===== src/sv/fcrc_pkg.sv =====
package fcrc_pkg;

    localparam int BYTE_W    = 8;
    localparam int LEN_W     = 12;
    localparam int INDEX_W   = 11;
    localparam int CRC_W     = 16;
    localparam int CFG_IDX_W = 1;

    localparam logic [CRC_W-1:0]  CRC_INIT      = 16'hFFFF;
    localparam logic [CRC_W-1:0]  CRC_POLY      = 16'hA001;
    localparam logic [CRC_W-1:0]  PAYLOAD_LIMIT = 16'd2048;

    localparam logic [BYTE_W-1:0] START_RESET   = 8'hA5;
    localparam logic [LEN_W-1:0]  MAX_LEN_RESET = 12'd1024;

    localparam logic [CFG_IDX_W-1:0] CFG_START_BYTE = 1'b0;
    localparam logic [CFG_IDX_W-1:0] CFG_MAX_LEN    = 1'b1;

    typedef enum logic [1:0] {
        KIND_PAYLOAD = 2'd0,
        KIND_GOOD    = 2'd1,
        KIND_BAD_CRC = 2'd2
    } t_kind;

endpackage


===== src/sv/fcrc_rx_if.sv =====
interface fcrc_rx_if;
    logic                         valid;
    logic                         ready;
    logic [fcrc_pkg::BYTE_W-1:0] rx_byte;

    modport source (output valid, output rx_byte, input ready);
    modport sink   (input valid, input rx_byte, output ready);
endinterface


===== src/sv/fcrc_res_if.sv =====
interface fcrc_res_if;
    logic                          valid;
    logic                          ready;
    logic [1:0]                    kind;
    logic [fcrc_pkg::BYTE_W-1:0]  data_byte;
    logic [fcrc_pkg::INDEX_W-1:0] byte_index;
    logic [fcrc_pkg::BYTE_W-1:0]  command;
    logic [fcrc_pkg::BYTE_W-1:0]  sequence_res;
    logic [fcrc_pkg::LEN_W-1:0]   announced_len;
    logic [fcrc_pkg::CRC_W-1:0]   received_crc;
    logic [fcrc_pkg::CRC_W-1:0]   computed_crc;

    modport source (output valid, output kind, output data_byte, output byte_index,
                    output command, output sequence_res, output announced_len,
                    output received_crc, output computed_crc, input ready);
    modport sink   (input valid, input kind, input data_byte, input byte_index,
                    input command, input sequence_res, input announced_len,
                    input received_crc, input computed_crc, output ready);
endinterface


===== src/sv/fcrc_crc_byte.sv =====
module fcrc_crc_byte (
    input  logic [fcrc_pkg::CRC_W-1:0]  i_crc,
    input  logic [fcrc_pkg::BYTE_W-1:0] i_byte,
    output logic [fcrc_pkg::CRC_W-1:0]  o_crc
);

    logic [fcrc_pkg::CRC_W-1:0] crc;

    always_comb begin
        crc = i_crc ^ {{(fcrc_pkg::CRC_W-fcrc_pkg::BYTE_W){1'b0}}, i_byte};
        for (int k = 0; k < fcrc_pkg::BYTE_W; k++) begin
            if (crc[0]) begin
                crc = (crc >> 1) ^ fcrc_pkg::CRC_POLY;
            end else begin
                crc = crc >> 1;
            end
        end
        o_crc = crc;
    end

endmodule


===== src/sv/framed_command_receiver_crc16.sv =====
// Channel   Dir  Width  Contents
// i_rx      in   8      received byte (rx_byte)
// o_res     out  81     payload word or end-of-frame verdict
// i_cfg_*   in   1+12   register write: start byte, maximum payload length
//
// One byte is accepted per cycle unless stalled; its result, if any, is registered.
// The output register parts the sides: i_rx.ready is low only while a result is held
// and o_res.ready is low. The parser state and CRC update in the same cycle.
// Synchronous active-low reset returns the parser to hunting for the start byte.
module framed_command_receiver_crc16 (
    input  logic                              i_clk,
    input  logic                              i_rst_n,
    fcrc_rx_if.sink                           i_rx,
    fcrc_res_if.source                        o_res,
    input  logic                              i_cfg_we,
    input  logic [fcrc_pkg::CFG_IDX_W-1:0]    i_cfg_index,
    input  logic [fcrc_pkg::LEN_W-1:0]        i_cfg_data
);

    typedef enum logic [2:0] {
        PH_HUNT, PH_LEN_LO, PH_LEN_HI, PH_CMD, PH_SEQ, PH_PAYLOAD, PH_CRC_LO, PH_CRC_HI
    } t_phase;

    t_phase                          r_phase, n_phase;
    logic [fcrc_pkg::BYTE_W-1:0]     r_start_byte;
    logic [fcrc_pkg::LEN_W-1:0]      r_max_len;
    logic [fcrc_pkg::BYTE_W-1:0]     r_len_lo, n_len_lo;
    logic [fcrc_pkg::LEN_W-1:0]      r_exp_len, n_exp_len;
    logic [fcrc_pkg::LEN_W-1:0]      r_count, n_count;
    logic [fcrc_pkg::BYTE_W-1:0]     r_cmd, n_cmd;
    logic [fcrc_pkg::BYTE_W-1:0]     r_seq, n_seq;
    logic [fcrc_pkg::CRC_W-1:0]      r_crc, n_crc;
    logic [fcrc_pkg::BYTE_W-1:0]     r_crc_lo, n_crc_lo;

    logic                            r_out_valid;
    fcrc_pkg::t_kind                 r_kind, n_kind;
    logic [fcrc_pkg::BYTE_W-1:0]     r_data, n_data;
    logic [fcrc_pkg::INDEX_W-1:0]    r_index, n_index;
    logic [fcrc_pkg::BYTE_W-1:0]     r_out_cmd, n_out_cmd;
    logic [fcrc_pkg::BYTE_W-1:0]     r_out_seq, n_out_seq;
    logic [fcrc_pkg::LEN_W-1:0]      r_out_len, n_out_len;
    logic [fcrc_pkg::CRC_W-1:0]      r_rcrc, n_rcrc;
    logic [fcrc_pkg::CRC_W-1:0]      r_ccrc, n_ccrc;
    logic                            n_emit;

    logic                            accept;
    logic [fcrc_pkg::BYTE_W-1:0]     rx;
    logic [fcrc_pkg::CRC_W-1:0]      crc_in, crc_out;
    logic [fcrc_pkg::CRC_W-1:0]      frame_len, len_limit, frame_crc;
    logic [fcrc_pkg::LEN_W:0]        count_inc;

    assign i_rx.ready = !r_out_valid || o_res.ready;
    assign accept     = i_rx.valid && i_rx.ready;
    assign rx         = i_rx.rx_byte;

    assign crc_in    = (r_phase == PH_HUNT) ? fcrc_pkg::CRC_INIT : r_crc;
    assign frame_len = {rx, r_len_lo};
    assign frame_crc = {rx, r_crc_lo};
    assign len_limit = ({4'd0, r_max_len} > fcrc_pkg::PAYLOAD_LIMIT) ?
                       fcrc_pkg::PAYLOAD_LIMIT : {4'd0, r_max_len};
    assign count_inc = {1'b0, r_count} + 13'd1;

    fcrc_crc_byte u_crc (
        .i_crc  (crc_in),
        .i_byte (rx),
        .o_crc  (crc_out)
    );

    always_comb begin
        n_phase   = r_phase;
        n_len_lo  = r_len_lo;
        n_exp_len = r_exp_len;
        n_count   = r_count;
        n_cmd     = r_cmd;
        n_seq     = r_seq;
        n_crc     = r_crc;
        n_crc_lo  = r_crc_lo;
        n_emit    = 1'b0;
        n_kind    = fcrc_pkg::KIND_PAYLOAD;
        n_data    = '0;
        n_index   = '0;
        n_out_cmd = r_cmd;
        n_out_seq = r_seq;
        n_out_len = r_exp_len;
        n_rcrc    = '0;
        n_ccrc    = '0;
        case (r_phase)
            PH_HUNT: begin
                if (rx == r_start_byte) begin
                    n_crc   = crc_out;
                    n_count = '0;
                    n_phase = PH_LEN_LO;
                end
            end
            PH_LEN_LO: begin
                n_crc    = crc_out;
                n_len_lo = rx;
                n_phase  = PH_LEN_HI;
            end
            PH_LEN_HI: begin
                n_crc = crc_out;
                if (frame_len > len_limit) begin
                    n_phase = PH_HUNT;
                end else begin
                    n_exp_len = frame_len[fcrc_pkg::LEN_W-1:0];
                    n_phase   = PH_CMD;
                end
            end
            PH_CMD: begin
                n_crc   = crc_out;
                n_cmd   = rx;
                n_phase = PH_SEQ;
            end
            PH_SEQ: begin
                n_crc   = crc_out;
                n_seq   = rx;
                n_count = '0;
                n_phase = (r_exp_len == '0) ? PH_CRC_LO : PH_PAYLOAD;
            end
            PH_PAYLOAD: begin
                n_crc   = crc_out;
                n_emit  = 1'b1;
                n_data  = rx;
                n_index = r_count[fcrc_pkg::INDEX_W-1:0];
                n_count = count_inc[fcrc_pkg::LEN_W-1:0];
                if (count_inc >= {1'b0, r_exp_len}) begin
                    n_phase = PH_CRC_LO;
                end
            end
            PH_CRC_LO: begin
                n_crc_lo = rx;
                n_phase  = PH_CRC_HI;
            end
            PH_CRC_HI: begin
                n_emit  = 1'b1;
                n_kind  = (frame_crc == r_crc) ? fcrc_pkg::KIND_GOOD : fcrc_pkg::KIND_BAD_CRC;
                n_rcrc  = frame_crc;
                n_ccrc  = r_crc;
                n_count = '0;
                n_phase = PH_HUNT;
            end
            default: begin
                n_phase = PH_HUNT;
            end
        endcase
    end

    always_ff @(posedge i_clk) begin
        if (!i_rst_n) begin
            r_start_byte <= fcrc_pkg::START_RESET;
            r_max_len    <= fcrc_pkg::MAX_LEN_RESET;
            r_phase      <= PH_HUNT;
            r_len_lo     <= '0;
            r_exp_len    <= '0;
            r_count      <= '0;
            r_cmd        <= '0;
            r_seq        <= '0;
            r_crc        <= fcrc_pkg::CRC_INIT;
            r_crc_lo     <= '0;
            r_out_valid  <= 1'b0;
        end else begin
            if (i_cfg_we) begin
                case (i_cfg_index)
                    fcrc_pkg::CFG_START_BYTE: r_start_byte <= i_cfg_data[fcrc_pkg::BYTE_W-1:0];
                    fcrc_pkg::CFG_MAX_LEN:    r_max_len    <= i_cfg_data;
                    default: ;
                endcase
            end
            if (accept) begin
                r_phase  <= n_phase;
                r_len_lo <= n_len_lo;
                r_exp_len <= n_exp_len;
                r_count  <= n_count;
                r_cmd    <= n_cmd;
                r_seq    <= n_seq;
                r_crc    <= n_crc;
                r_crc_lo <= n_crc_lo;
            end
            if (accept && n_emit) begin
                r_out_valid <= 1'b1;
                r_kind      <= n_kind;
                r_data      <= n_data;
                r_index     <= n_index;
                r_out_cmd   <= n_out_cmd;
                r_out_seq   <= n_out_seq;
                r_out_len   <= n_out_len;
                r_rcrc      <= n_rcrc;
                r_ccrc      <= n_ccrc;
            end else if (o_res.ready) begin
                r_out_valid <= 1'b0;
            end
        end
    end

    assign o_res.valid         = r_out_valid;
    assign o_res.kind          = r_kind;
    assign o_res.data_byte     = r_data;
    assign o_res.byte_index    = r_index;
    assign o_res.command       = r_out_cmd;
    assign o_res.sequence_res  = r_out_seq;
    assign o_res.announced_len = r_out_len;
    assign o_res.received_crc  = r_rcrc;
    assign o_res.computed_crc  = r_ccrc;

endmodule


===== src/flat_wrapper.sv =====
// flat-port wrapper written by rule: the top's interface ports become plain ports
module framed_command_receiver_crc16_flat 
  (i_clk, i_rst_n, i_cfg_we, i_cfg_index, i_cfg_data, i_rx_valid, i_rx_rx_byte, i_rx_ready, o_res_valid, o_res_kind, o_res_data_byte, o_res_byte_index, o_res_command, o_res_sequence_res, o_res_announced_len, o_res_received_crc, o_res_computed_crc, o_res_ready);
  fcrc_rx_if i_rx_i ();
  fcrc_res_if o_res_i ();
  input  logic i_clk;
  input  logic i_rst_n;
  input  logic i_cfg_we;
  input  logic [fcrc_pkg::CFG_IDX_W-1:0] i_cfg_index;
  input  logic [fcrc_pkg::LEN_W-1:0] i_cfg_data;
  input wire logic [$bits(i_rx_i.valid)-1:0] i_rx_valid;
  input wire logic [$bits(i_rx_i.rx_byte)-1:0] i_rx_rx_byte;
  output wire logic [$bits(i_rx_i.ready)-1:0] i_rx_ready;
  output wire logic [$bits(o_res_i.valid)-1:0] o_res_valid;
  output wire logic [$bits(o_res_i.kind)-1:0] o_res_kind;
  output wire logic [$bits(o_res_i.data_byte)-1:0] o_res_data_byte;
  output wire logic [$bits(o_res_i.byte_index)-1:0] o_res_byte_index;
  output wire logic [$bits(o_res_i.command)-1:0] o_res_command;
  output wire logic [$bits(o_res_i.sequence_res)-1:0] o_res_sequence_res;
  output wire logic [$bits(o_res_i.announced_len)-1:0] o_res_announced_len;
  output wire logic [$bits(o_res_i.received_crc)-1:0] o_res_received_crc;
  output wire logic [$bits(o_res_i.computed_crc)-1:0] o_res_computed_crc;
  input wire logic [$bits(o_res_i.ready)-1:0] o_res_ready;
  assign i_rx_i.valid = i_rx_valid;
  assign i_rx_i.rx_byte = i_rx_rx_byte;
  assign i_rx_ready = i_rx_i.ready;
  assign o_res_valid = o_res_i.valid;
  assign o_res_kind = o_res_i.kind;
  assign o_res_data_byte = o_res_i.data_byte;
  assign o_res_byte_index = o_res_i.byte_index;
  assign o_res_command = o_res_i.command;
  assign o_res_sequence_res = o_res_i.sequence_res;
  assign o_res_announced_len = o_res_i.announced_len;
  assign o_res_received_crc = o_res_i.received_crc;
  assign o_res_computed_crc = o_res_i.computed_crc;
  assign o_res_i.ready = o_res_ready;
  framed_command_receiver_crc16 u_core (.i_clk(i_clk), .i_rst_n(i_rst_n), .i_rx(i_rx_i), .o_res(o_res_i), .i_cfg_we(i_cfg_we), .i_cfg_index(i_cfg_index), .i_cfg_data(i_cfg_data));
endmodule

===== config.mk =====
export PLATFORM = sky130hd
export DESIGN_NAME = framed_command_receiver_crc16_flat
export DESIGN_NICKNAME = d
export VERILOG_FILES = /design/src/sv/fcrc_pkg.sv /design/src/sv/fcrc_rx_if.sv /design/src/sv/fcrc_res_if.sv /design/src/sv/fcrc_crc_byte.sv /design/src/sv/framed_command_receiver_crc16.sv /design/src/flat_wrapper.sv
export SDC_FILE = /design/constraint.sdc
export NUM_CORES = 1
export LEC_CHECK = 0
export BUFFER_PORTS_ARGS = -buffer_cell sky130_fd_sc_hd__clkbuf_2
export CORE_MARGIN = 2
export CORE_UTILIZATION = 57
export CTS_CLUSTER_DIAMETER = 40
export DETAILED_ROUTE_END_ITERATION = 8
export PLACE_DENSITY = 0.81
export SLEW_MARGIN = 10
export SYNTH_ARGS = -nofsm -noshare
export SYNTH_HDL_FRONTEND = slang
export SYNTH_SLANG_ARGS = --single-unit

===== constraint.sdc =====
create_clock -name i_clk -period 7.85 [get_ports i_clk]
set_input_delay 0.3925 -clock i_clk [delete_from_list [all_inputs] [get_ports i_clk]]
set_output_delay 0.3925 -clock i_clk [all_outputs]
set_load 0.05 [all_outputs]

### Word level (Yosys, flattened, before mapping)

Index checks and enable logic that the tools add are counted.

* equality and inequality tests: 11
* reduce and logical (&&, ||, !) cells: 23
* mux-type cells: 23
* magnitude comparators: 3
* $add $sub $neg: 1
* bitwise logic cells: 11

Operator list (number)
* two-way mux 16 bit: 10
* case mux 12 bit (3 select lines): 1
* case mux 16 bit (2 select lines): 1
* two-way mux 12 bit: 2
* NOT 2 -> 3 bit: 8
* case mux 3 bit (8 select lines): 1
* == test 16 bit: 1
* greater-than comparator 16 bit: 1
* XOR 16 x 8 -> 16 bit: 1
* AND reduction 2 bit: 7
* adder 12 x 1 -> 13 bit (second input constant): 1
* greater-or-equal comparator 13 x 12 -> 1 bit: 1
* == test 3 bit (second input constant): 4
* greater-than comparator 12 bit (second input constant): 1
* logical NOT 12 bit: 1
* AND reduction 3 bit: 4
* == test 8 bit: 1
* == test 3 x 2 -> 1 bit (second input constant): 2
* two-way mux 2 bit: 3
* two-way mux 3 bit: 2
* OR reduction 5 bit: 1
* nonzero test 2 bit: 2
* OR reduction 2 bit: 2
* == test 3 x 1 -> 1 bit (second input constant): 1
* other kinds (9): 13

* register bits after elaboration: 177
* output and inout port bits: 83
* logic and storage cells: 91

### Depth between registers and ports, before layout

Gate-level depths: netlist of the first run.

* depth in word-level cells: 21
* depth in mapped cells: 13
* gate-level depth less buffers: 13

### Hierarchy

A second synthesis of the first run with hierarchy kept.

* cell total of the unflattened synthesis: 740
* area total of the unflattened synthesis: 7976.4 µm²

Modules (own cells, without submodules)
* framed_command_receiver_crc16: times used 1, seq. area each 4354.2 µm², area each 7692.4 µm², cells each 711
* fcrc_crc_byte: times used 1, seq. area each 0.0 µm², area each 284.0 µm², cells each 29

### Worst setup path after synthesis of the first run

OpenSTA, ideal clock, no wires.

* kind: register -> register
* from: register u_core.r_out_valid, in the netlist u_core.o_res.valid
* to: register u_core.r_out_len (netlist bit u_core.o_res.announced_len[0]) (enable)
* setup time: 0.621 ns
* slack: 0.417 ns
* data required time: 7.229 ns
* cell stages (with the launch flop): 4
* path buffers: 0
* data arrival time: 6.812 ns
* cell sequence: dfxtp_1 nand2b_1 nand2_1 nor3_1

* cells in the longest elaborated chain, start to end: 5

Ends and longest elaborated chain
* start: declaration: line framed_command_receiver_crc16.sv:35 `logic r_out_valid;`
* start signal: assignment: line framed_command_receiver_crc16.sv:160 `r_out_valid <= 1'b0;`
* start signal: assignment: line framed_command_receiver_crc16.sv:180 `r_out_valid <= 1'b1;`
* start signal: assignment: line framed_command_receiver_crc16.sv:190 `r_out_valid <= 1'b0;`
* logical NOT 1 bit: line framed_command_receiver_crc16.sv:52 `assign i_rx.ready = !r_out_valid || o_res.ready;`
* logical OR 1 bit: line framed_command_receiver_crc16.sv:52
* named net i_rx_ready: line flat_wrapper.sv:13 `output wire logic [$bits(i_rx_i.ready)-1:0] i_rx_ready;`
* logical AND 1 bit: line framed_command_receiver_crc16.sv:53 `assign accept = i_rx.valid && i_rx.ready;`
* logical AND 1 bit: line framed_command_receiver_crc16.sv:179 `if (accept && n_emit) begin`
* AND reduction 2 bit (no source line)
* end signal: assignment: line framed_command_receiver_crc16.sv:186 `r_out_len <= n_out_len;`
* end: declaration: line framed_command_receiver_crc16.sv:41 `logic [fcrc_pkg::LEN_W-1:0] r_out_len, n_out_len;`

The timed path passes the listed nets, and every way through them passes these cells.
A chain may end at the register's enable or synchronous reset.

### Worst setup path after layout of the first run

* from: input port i_rst_n
* to: register u_core.r_out_len (netlist bit u_core.o_res.announced_len[6]) (enable)

* cells in the longest elaborated chain, start to end: 1

Ends and longest elaborated chain
* start: declaration: line flat_wrapper.sv:7 `input logic i_rst_n;`
* AND reduction 2 bit (no source line)

No other way between the ends.

==> run_results.csv, run 1 <==
group,metric,value,unit
synth,synthTopCellsByCount,"101 x nand2_1, 96 x dfxtp_1, 81 x edfxtp_1",
power,intPower,1.524,mW
power,p_per_area,210.9,nW/um^2
finish,fillers,1016,
synth,ys_ff_latch,177,
synth,synthesis.area,7853,um^2
timing,timing.hold.ws,0.1893,ns
worst_setup_path,critPathCaptureType,"register",
drt,wirelength,16.82,mm
synth,synthCells,727,
global_routing,antenna_found_initial,0,
floorplanning,row_count,42,
timing,layout_setup_ws,4.944,ns
cts,cts_tree,"yes",
drt,dr.pass1.iters,5,
synth,synth_area_leader_cell,"edfxtp_1",
cts,clock_latency,0.42,ns
power,power,1.912,mW
cts,clockBufferDepth,2,
global_routing,grt_pass1_wl,27.04,mm
cts,cts_num_sinks,177,
power,clkPwrFrac,0.450,
drt,via_per_inst,5.470,
timing,worstMarginPinSlew,1.063,ns
worst_setup_path,worstPathArrival,2.94,ns
finish,nets,863,
synth,ys_warn_count,0,
synth,avgSynthCellArea,10.80,um^2
cts,cts_buffers,17,
floorplanning,core,13350,um^2
synth,synth_top_area_share,0.3098,
power,combPwrFrac,0.045,
synth,synth_fp_nets,778,
drt,drc,0,
worst_setup_path,path_class,"in2reg",
timing,setup_viol,0,
finish,syn2layout_area_growth,15.47,%
drt,vias,5470,
floorplanning,ios,109,
timing,maxSlewViolCount,0,
drt,ant_nets,0,
place,dp_hpwl,11.47,mm
flow_run,maxCapViolCount,0,
cts,htree_levels,4,
place,numPortBuffers,108,
synth,seq_area_frac_synth,0.5545,
power,switchingPower,0.3879,mW
synth,synth_edf_count,81,
timing,slew-limit-headroom,0.2901,
worst_setup_path,worstPathMaxFanout,82,
cts,cts_resized,0,
timing,rsz0062_at_grt,"false",
global_routing,grt_max_degree,83,
cts,ctsRootBufferMaster,"clkbuf_16",
floorplanning,die-area,14730,um^2
timing,hold_violations,0,
worst_setup_path,cp-start-kind,"input port",
place,gp_congestion,0.8576,
synth,synth-async-reset-ratio,0,
synth,synthFlopType,"dfxtp_1",
timing,fin_crit,2.906,ns
run_status,status,"finished clean",
floorplanning,die_h,121.4,um
global_routing,overflow,0,
drt,wl_per_cell,16.82,um
finish,fin_cells,1000,
power,leakagePower,3.748,nW
finish,drive_gt1_frac,0.1845,
power,share_seq_of_total_power,0.505,
power,p_sw_frac,0.2029,
finish,n_antenna_cell,0,
place,place_inst,969,
worst_setup_path,required,7.89,ns
synth,yosysMostFrequentCell,"nand2_1",
timing,fmax,344.1,MHz
timing,clock_skew,0.009003,ns
power,ir_drop,0.0001171,V
place,pre_cts_ws,4.500,ns
timing,fin_tns_setup,0,ns
floorplanning,die_w,121.4,um
floorplanning,start_util,0.5883,
synth,ys_types,52,
cts,clk_pin_slew,0.06,ns
synth,ys_top_cells_by_area,"edfxtp_1 31%, dfxtp_1 24%, mux2i_1 6.6%",
global_routing,track_usage,0.2391,
timing,fin_crit_sh,0.3702,
cts,cts_setup_buffers,0,
cts,cts_hold_buf,0,
min_path,holdCritPathClass,"in2reg",
drt,drt_iter0_drc,346,
global_routing,grt_pass1_vias,5359,
[state kept, by name, summed over array words and instances (netlist names)]
signal,cells
u_core.n_out_seq,8
u_core.r_phase,3
u_core.o_res.received_crc,16
u_core.n_out_cmd,8
u_core.o_res.data_byte,8
u_core.o_res.computed_crc,16
u_core.r_max_len,12
u_core.o_res.command,8
u_core.r_crc_lo,8
u_core.r_start_byte,8
u_core.n_out_len,12
u_core.r_len_lo,8
u_core.o_res.announced_len,12
u_core.o_res.byte_index,11
u_core.r_crc,16
u_core.r_count,12
u_core.o_res.sequence_res,8
u_core.o_res.kind,2
u_core.o_res.valid,1
[power groups by stage]
stage	registers, mW	logic [mW]	clock network [mW]
floorplan	0.984	0.0621	0
global placement	0.985	0.0798	0
detailed placement	0.986	0.0840	0
CTS	0.966	0.0847	0.871
global route	0.966	0.0938	0.905
finish	0.966	0.0854	0.861
[worst paths after layout]
path	start	to	slack [ns]	depth (start not counted)
hold / removal	i_cfg_data[10]	u_core.r_max_len[10]$_SDFFE_PN1P_	0.19	3
hold reg to reg	u_core.n_out_seq[5]$_SDFFE_PN0P_	u_core.o_res.sequence_res[5]$_DFFE_PP_	0.43	0
setup / recovery	i_rst_n	u_core.o_res.announced_len[6]$_DFFE_PP_	4.94	4
setup reg to reg	u_core.r_count[0]$_SDFFE_PN0P_	u_core.r_phase[1]$_SDFFE_PN0P_	4.98	12
[logic make-up (layout without fill, tap and decap cells)]
logic type,Yosys count,after routing,share of synthesized area
flip-flops,177,177,0.5545
multiplexers,52,52,0.06628
XOR/XNOR,67,67,0.08030
adder cells (fa/ha/maj),25,25,0.03983
buffers and inverters,62,159,0.03123
AND/OR/NAND/NOR,274,274,0.1679
AO/OA/AOI/OAI,70,70,0.05991
[critical path: stages]
cell and delay, ns:
clkbuf_2 0.70, inv_2 0.69, nor3_2 0.32, buf_4 0.78
[final cells by class]
| class | instances | area [um^2] | share of cell area |
|---|---|---|---|
| timing repair buffer | 111 | 563.0 | 0.06209 |
| inverter | 17 | 63.81 | 0.007037 |
| clock inverter | 11 | 163.9 | 0.01808 |
| multi-input combinational | 488 | 3266 | 0.3601 |
| clock buffer | 20 | 436.7 | 0.04816 |
| tap | 176 | 220.2 | 0.02429 |
| sequential | 177 | 4354 | 0.4802 |
[routing by layer]
| layer | global-route usage | vias up | wire length [um] |
|---|---|---|---|
| met5 | 0 | - | 0 |
| met4 | 0.1006 | 0 | 484 |
| met3 | 0.04182 | 40 | 849 |
| met2 | 0.3908 | 194 | 8104 |
| met1 | 0.3153 | 2589 | 7384 |
| li1 | - | 2647 | - |
[per-stage QoR]
stage / cell area, um^2 / utilization
after floorplan: 7853 / -
after global placement: 8459 / 0.6338
after detailed placement: 8459 / 0.6338
after CTS: 9060 / 0.6788
after global routing: 9067 / 0.6793
final: 9067 / 0.6793
[cell usage in the layout (no fill, tap or decap), drive strengths merged, types with 2 or more instances in the layout]
cell type  instances
a21oi             24
nor2              56
nand4              9
a21o               9
nor4               5
mux2i             52
dfxtp             96
a211oi             2
ha                25
o21ai              5
xnor2             47
bufinv             4
inv               18
nor2b              5
a22oi             10
nand2            102
or2                5
a31oi              2
nor3               3
nand3             14
edfxtp            81
clkbuf           128
and2              57
clkinv             6
o211ai            10
nand2b             5
buf                3
xor2              17
and3               8
xnor3              2
or4                2
a311oi             2
(Power assumes the default switching activity.)
==> run 2: changes to the inputs <==
Clock period 7.85 ns to 2.85 ns, I/O delays scaled along.
==> run_results.csv, run 2 (same netlist as run 1, synthesis figures left out) <==
group,metric,value,unit
global_routing,grt_pass1_vias,5462,
worst_setup_path,worstPathArrival,2.99,ns
worst_setup_path,path_class,"reg2reg",
finish,drive_gt1_frac,0.2099,
drt,via_per_inst,5.523,
worst_setup_path,reg2reg_setup_slack,0.19,ns
cts,htree_levels,4,
place,gp_congestion,0.9893,
worst_setup_path,reg2reg_depth,12,
place,numPortBuffers,108,
worst_setup_path,crit_buf_inv,0,
finish,syn2layout_area_growth,18.05,%
timing,layout_setup_ws,0.1919,ns
cts,cts_num_sinks,177,
timing,fin_crit_sh,0.9327,
global_routing,grt_max_degree,63,
worst_setup_path,critPathLaunch,"u_core.r_count[1]$_SDFFE_PN0P_",
power,power,5.107,mW
floorplanning,die-area,14730,um^2
worst_setup_path,critical-path-top-delay-family,"compound AO/OA/AOI/OAI gates",
worst_setup_path,crit_path_max_incr_delay,0.40,ns
worst_setup_path,r2r_end,"u_core.r_phase[1]$_SDFFE_PN0P_",
timing,timing.hold.ws,0.04239,ns
power,leakagePower,3.849,nW
global_routing,grt_pass1_wl,27.09,mm
global_routing,antenna_found_initial,0,
timing,maxSlewViolCount,0,
timing,slew-limit-headroom,0.3941,
worst_setup_path,cp_num_cells,12,
place,pre_cts_ws,0.1091,ns
power,p_per_area,550.9,nW/um^2
cts,clockBufferDepth,2,
worst_setup_path,cp-start-kind,"register",
flow_run,maxCapViolCount,0,
finish,most-common-layout-cells,"108 x clkbuf_2, 100 x nand2_1, 91 x dfxtp_1",
global_routing,overflow,0,
drt,drc,0,
drt,wl_per_cell,16.59,um
global_routing,track_usage,0.2395,
drt,dr.pass1.iters,5,
timing,fin_tns_setup,0,ns
worst_setup_path,required,3.18,ns
floorplanning,core,13350,um^2
drt,ant_nets,0,
place,dp_hpwl,11.44,mm
finish,fillers,962,
timing,clock_skew,0.007444,ns
timing,fin_crit,2.658,ns
timing,setup_viol,0,
drt,wirelength,16.99,mm
min_path,min_path_cells,3,
worst_setup_path,slowest_stage,"dfxtp_1",
cts,clock_latency,0.43,ns
floorplanning,die_w,121.4,um
floorplanning,ios,109,
cts,cts_setup_buffers,0,
floorplanning,die_h,121.4,um
floorplanning,start_util,0.5883,
run_status,status,"finished clean",
timing,hold_violations,0,
min_path,holdCritPathClass,"in2reg",
finish,n_antenna_cell,0,
drt,drt_iter0_drc,482,
worst_setup_path,worstSetupEndpoint,"u_core.r_phase[1]$_SDFFE_PN0P_",
cts,ctsRootBufferMaster,"clkbuf_16",
finish,nets,886,
power,ir_drop,0.0002959,V
worst_setup_path,worstPathMaxFanout,5,
timing,worstMarginPinSlew,0.9088,ns
worst_setup_path,critPathCaptureType,"register",
floorplanning,row_count,42,
drt,vias,5656,
finish,layout_commonest_cell,"clkbuf_2",
worst_setup_path,path_cells,"ha_2, and3_1, nand3_1, xnor2_2, ha_1, a211o_1, a31oi_1, o21ai_0, a31oi_1, o21ai_0, a21o_1, o211a_1",
cts,clk_pin_slew,0.07,ns
timing,fmax,376.2,MHz
cts,cts_tree,"yes",
cts,cts_buffers,17,
worst_setup_path,r2r-start,"u_core.r_count[1]$_SDFFE_PN0P_",
-- run 2: changes by cell type in the layout (fill, tap and decap cells not counted), moves of 3 or more --
cell           delta
dfxtp_1           -5
dfxtp_2           +4
buf_4            +11
clkbuf_1          -3
dlygate4sd3_1    +12
clkinvlp_4        +4
bufinv_16         -3
-- run 2: final cells by class --
type	instances	area, um^2	area share
sequential	177	4363	0.4706
multi-input combinational	488	3297	0.3556
timing repair buffer	134	765.7	0.08260
clock buffer	17	425.4	0.04589
tap	176	220.2	0.02375
clock inverter	15	135.1	0.01458
inverter	17	63.81	0.006884
-- run 2: worst min-delay path by stage --
stage | from | endpoint
after floorplan | i_cfg_data[0] | u_core.r_start_byte[0]$_SDFFE_PN1P_
after global placement | i_cfg_data[10] | u_core.r_max_len[10]$_SDFFE_PN1P_
after detailed placement | i_cfg_data[10] | u_core.r_max_len[10]$_SDFFE_PN1P_
after CTS | o_res_ready | u_core.o_res.valid$_SDFFE_PN0P_
after global routing | o_res_ready | u_core.o_res.valid$_SDFFE_PN0P_
final | o_res_ready | u_core.o_res.valid$_SDFFE_PN0P_
-- run 2: worst reg2reg max path, delay by kind of cell, from the launching register on --
family	cells	cell delay, ns
adder cells (fa/ha/maj)	2	0.54
AO/OA/AOI/OAI	7	1.11
flip-flops	1	0.40
XOR/XNOR	1	0.17
AND/OR/NAND/NOR	2	0.34
-- run 2: report_power, final --
part	leakage, nW	internal (mW)	total (mW)	switching [mW]
Sequential	1.44	2.65	2.66	0.0116
Combinational	2.15	0.110	0.260	0.150
Clock	0.264	1.21	2.19	0.982
Total	3.85	3.96	5.11	1.14
-- run 2: per-layer routing --
| layer | up-vias | GRT usage | wire length, um |
|---|---|---|---|
| li1 | 2703 | - | - |
| met1 | 2675 | 0.3005 | 7211 |
| met2 | 228 | 0.3919 | 8176 |
| met3 | 50 | 0.05263 | 1036 |
| met4 | 0 | 0.1193 | 563 |
| met5 | - | 0 | 0 |
-- run 2: what timing repair did --
action / in CTS / in global routing
gates resized for setup: 0 / 7
hold buffers: 12 / 0
endpoints found under the setup margin: 0 / 2
endpoints found under the hold margin: 20 / 0
-- run 2: through the flow --
stage	instance area [um^2]	util	cells
2_1_floorplan	7883	-	727
3_3_place_gp	8567	0.6418	980
3_5_place_dp	8567	0.6418	980
4_1_cts	9248	0.6928	1024
5_1_grt	9270	0.6945	1024
6_report	9270	0.6945	1024
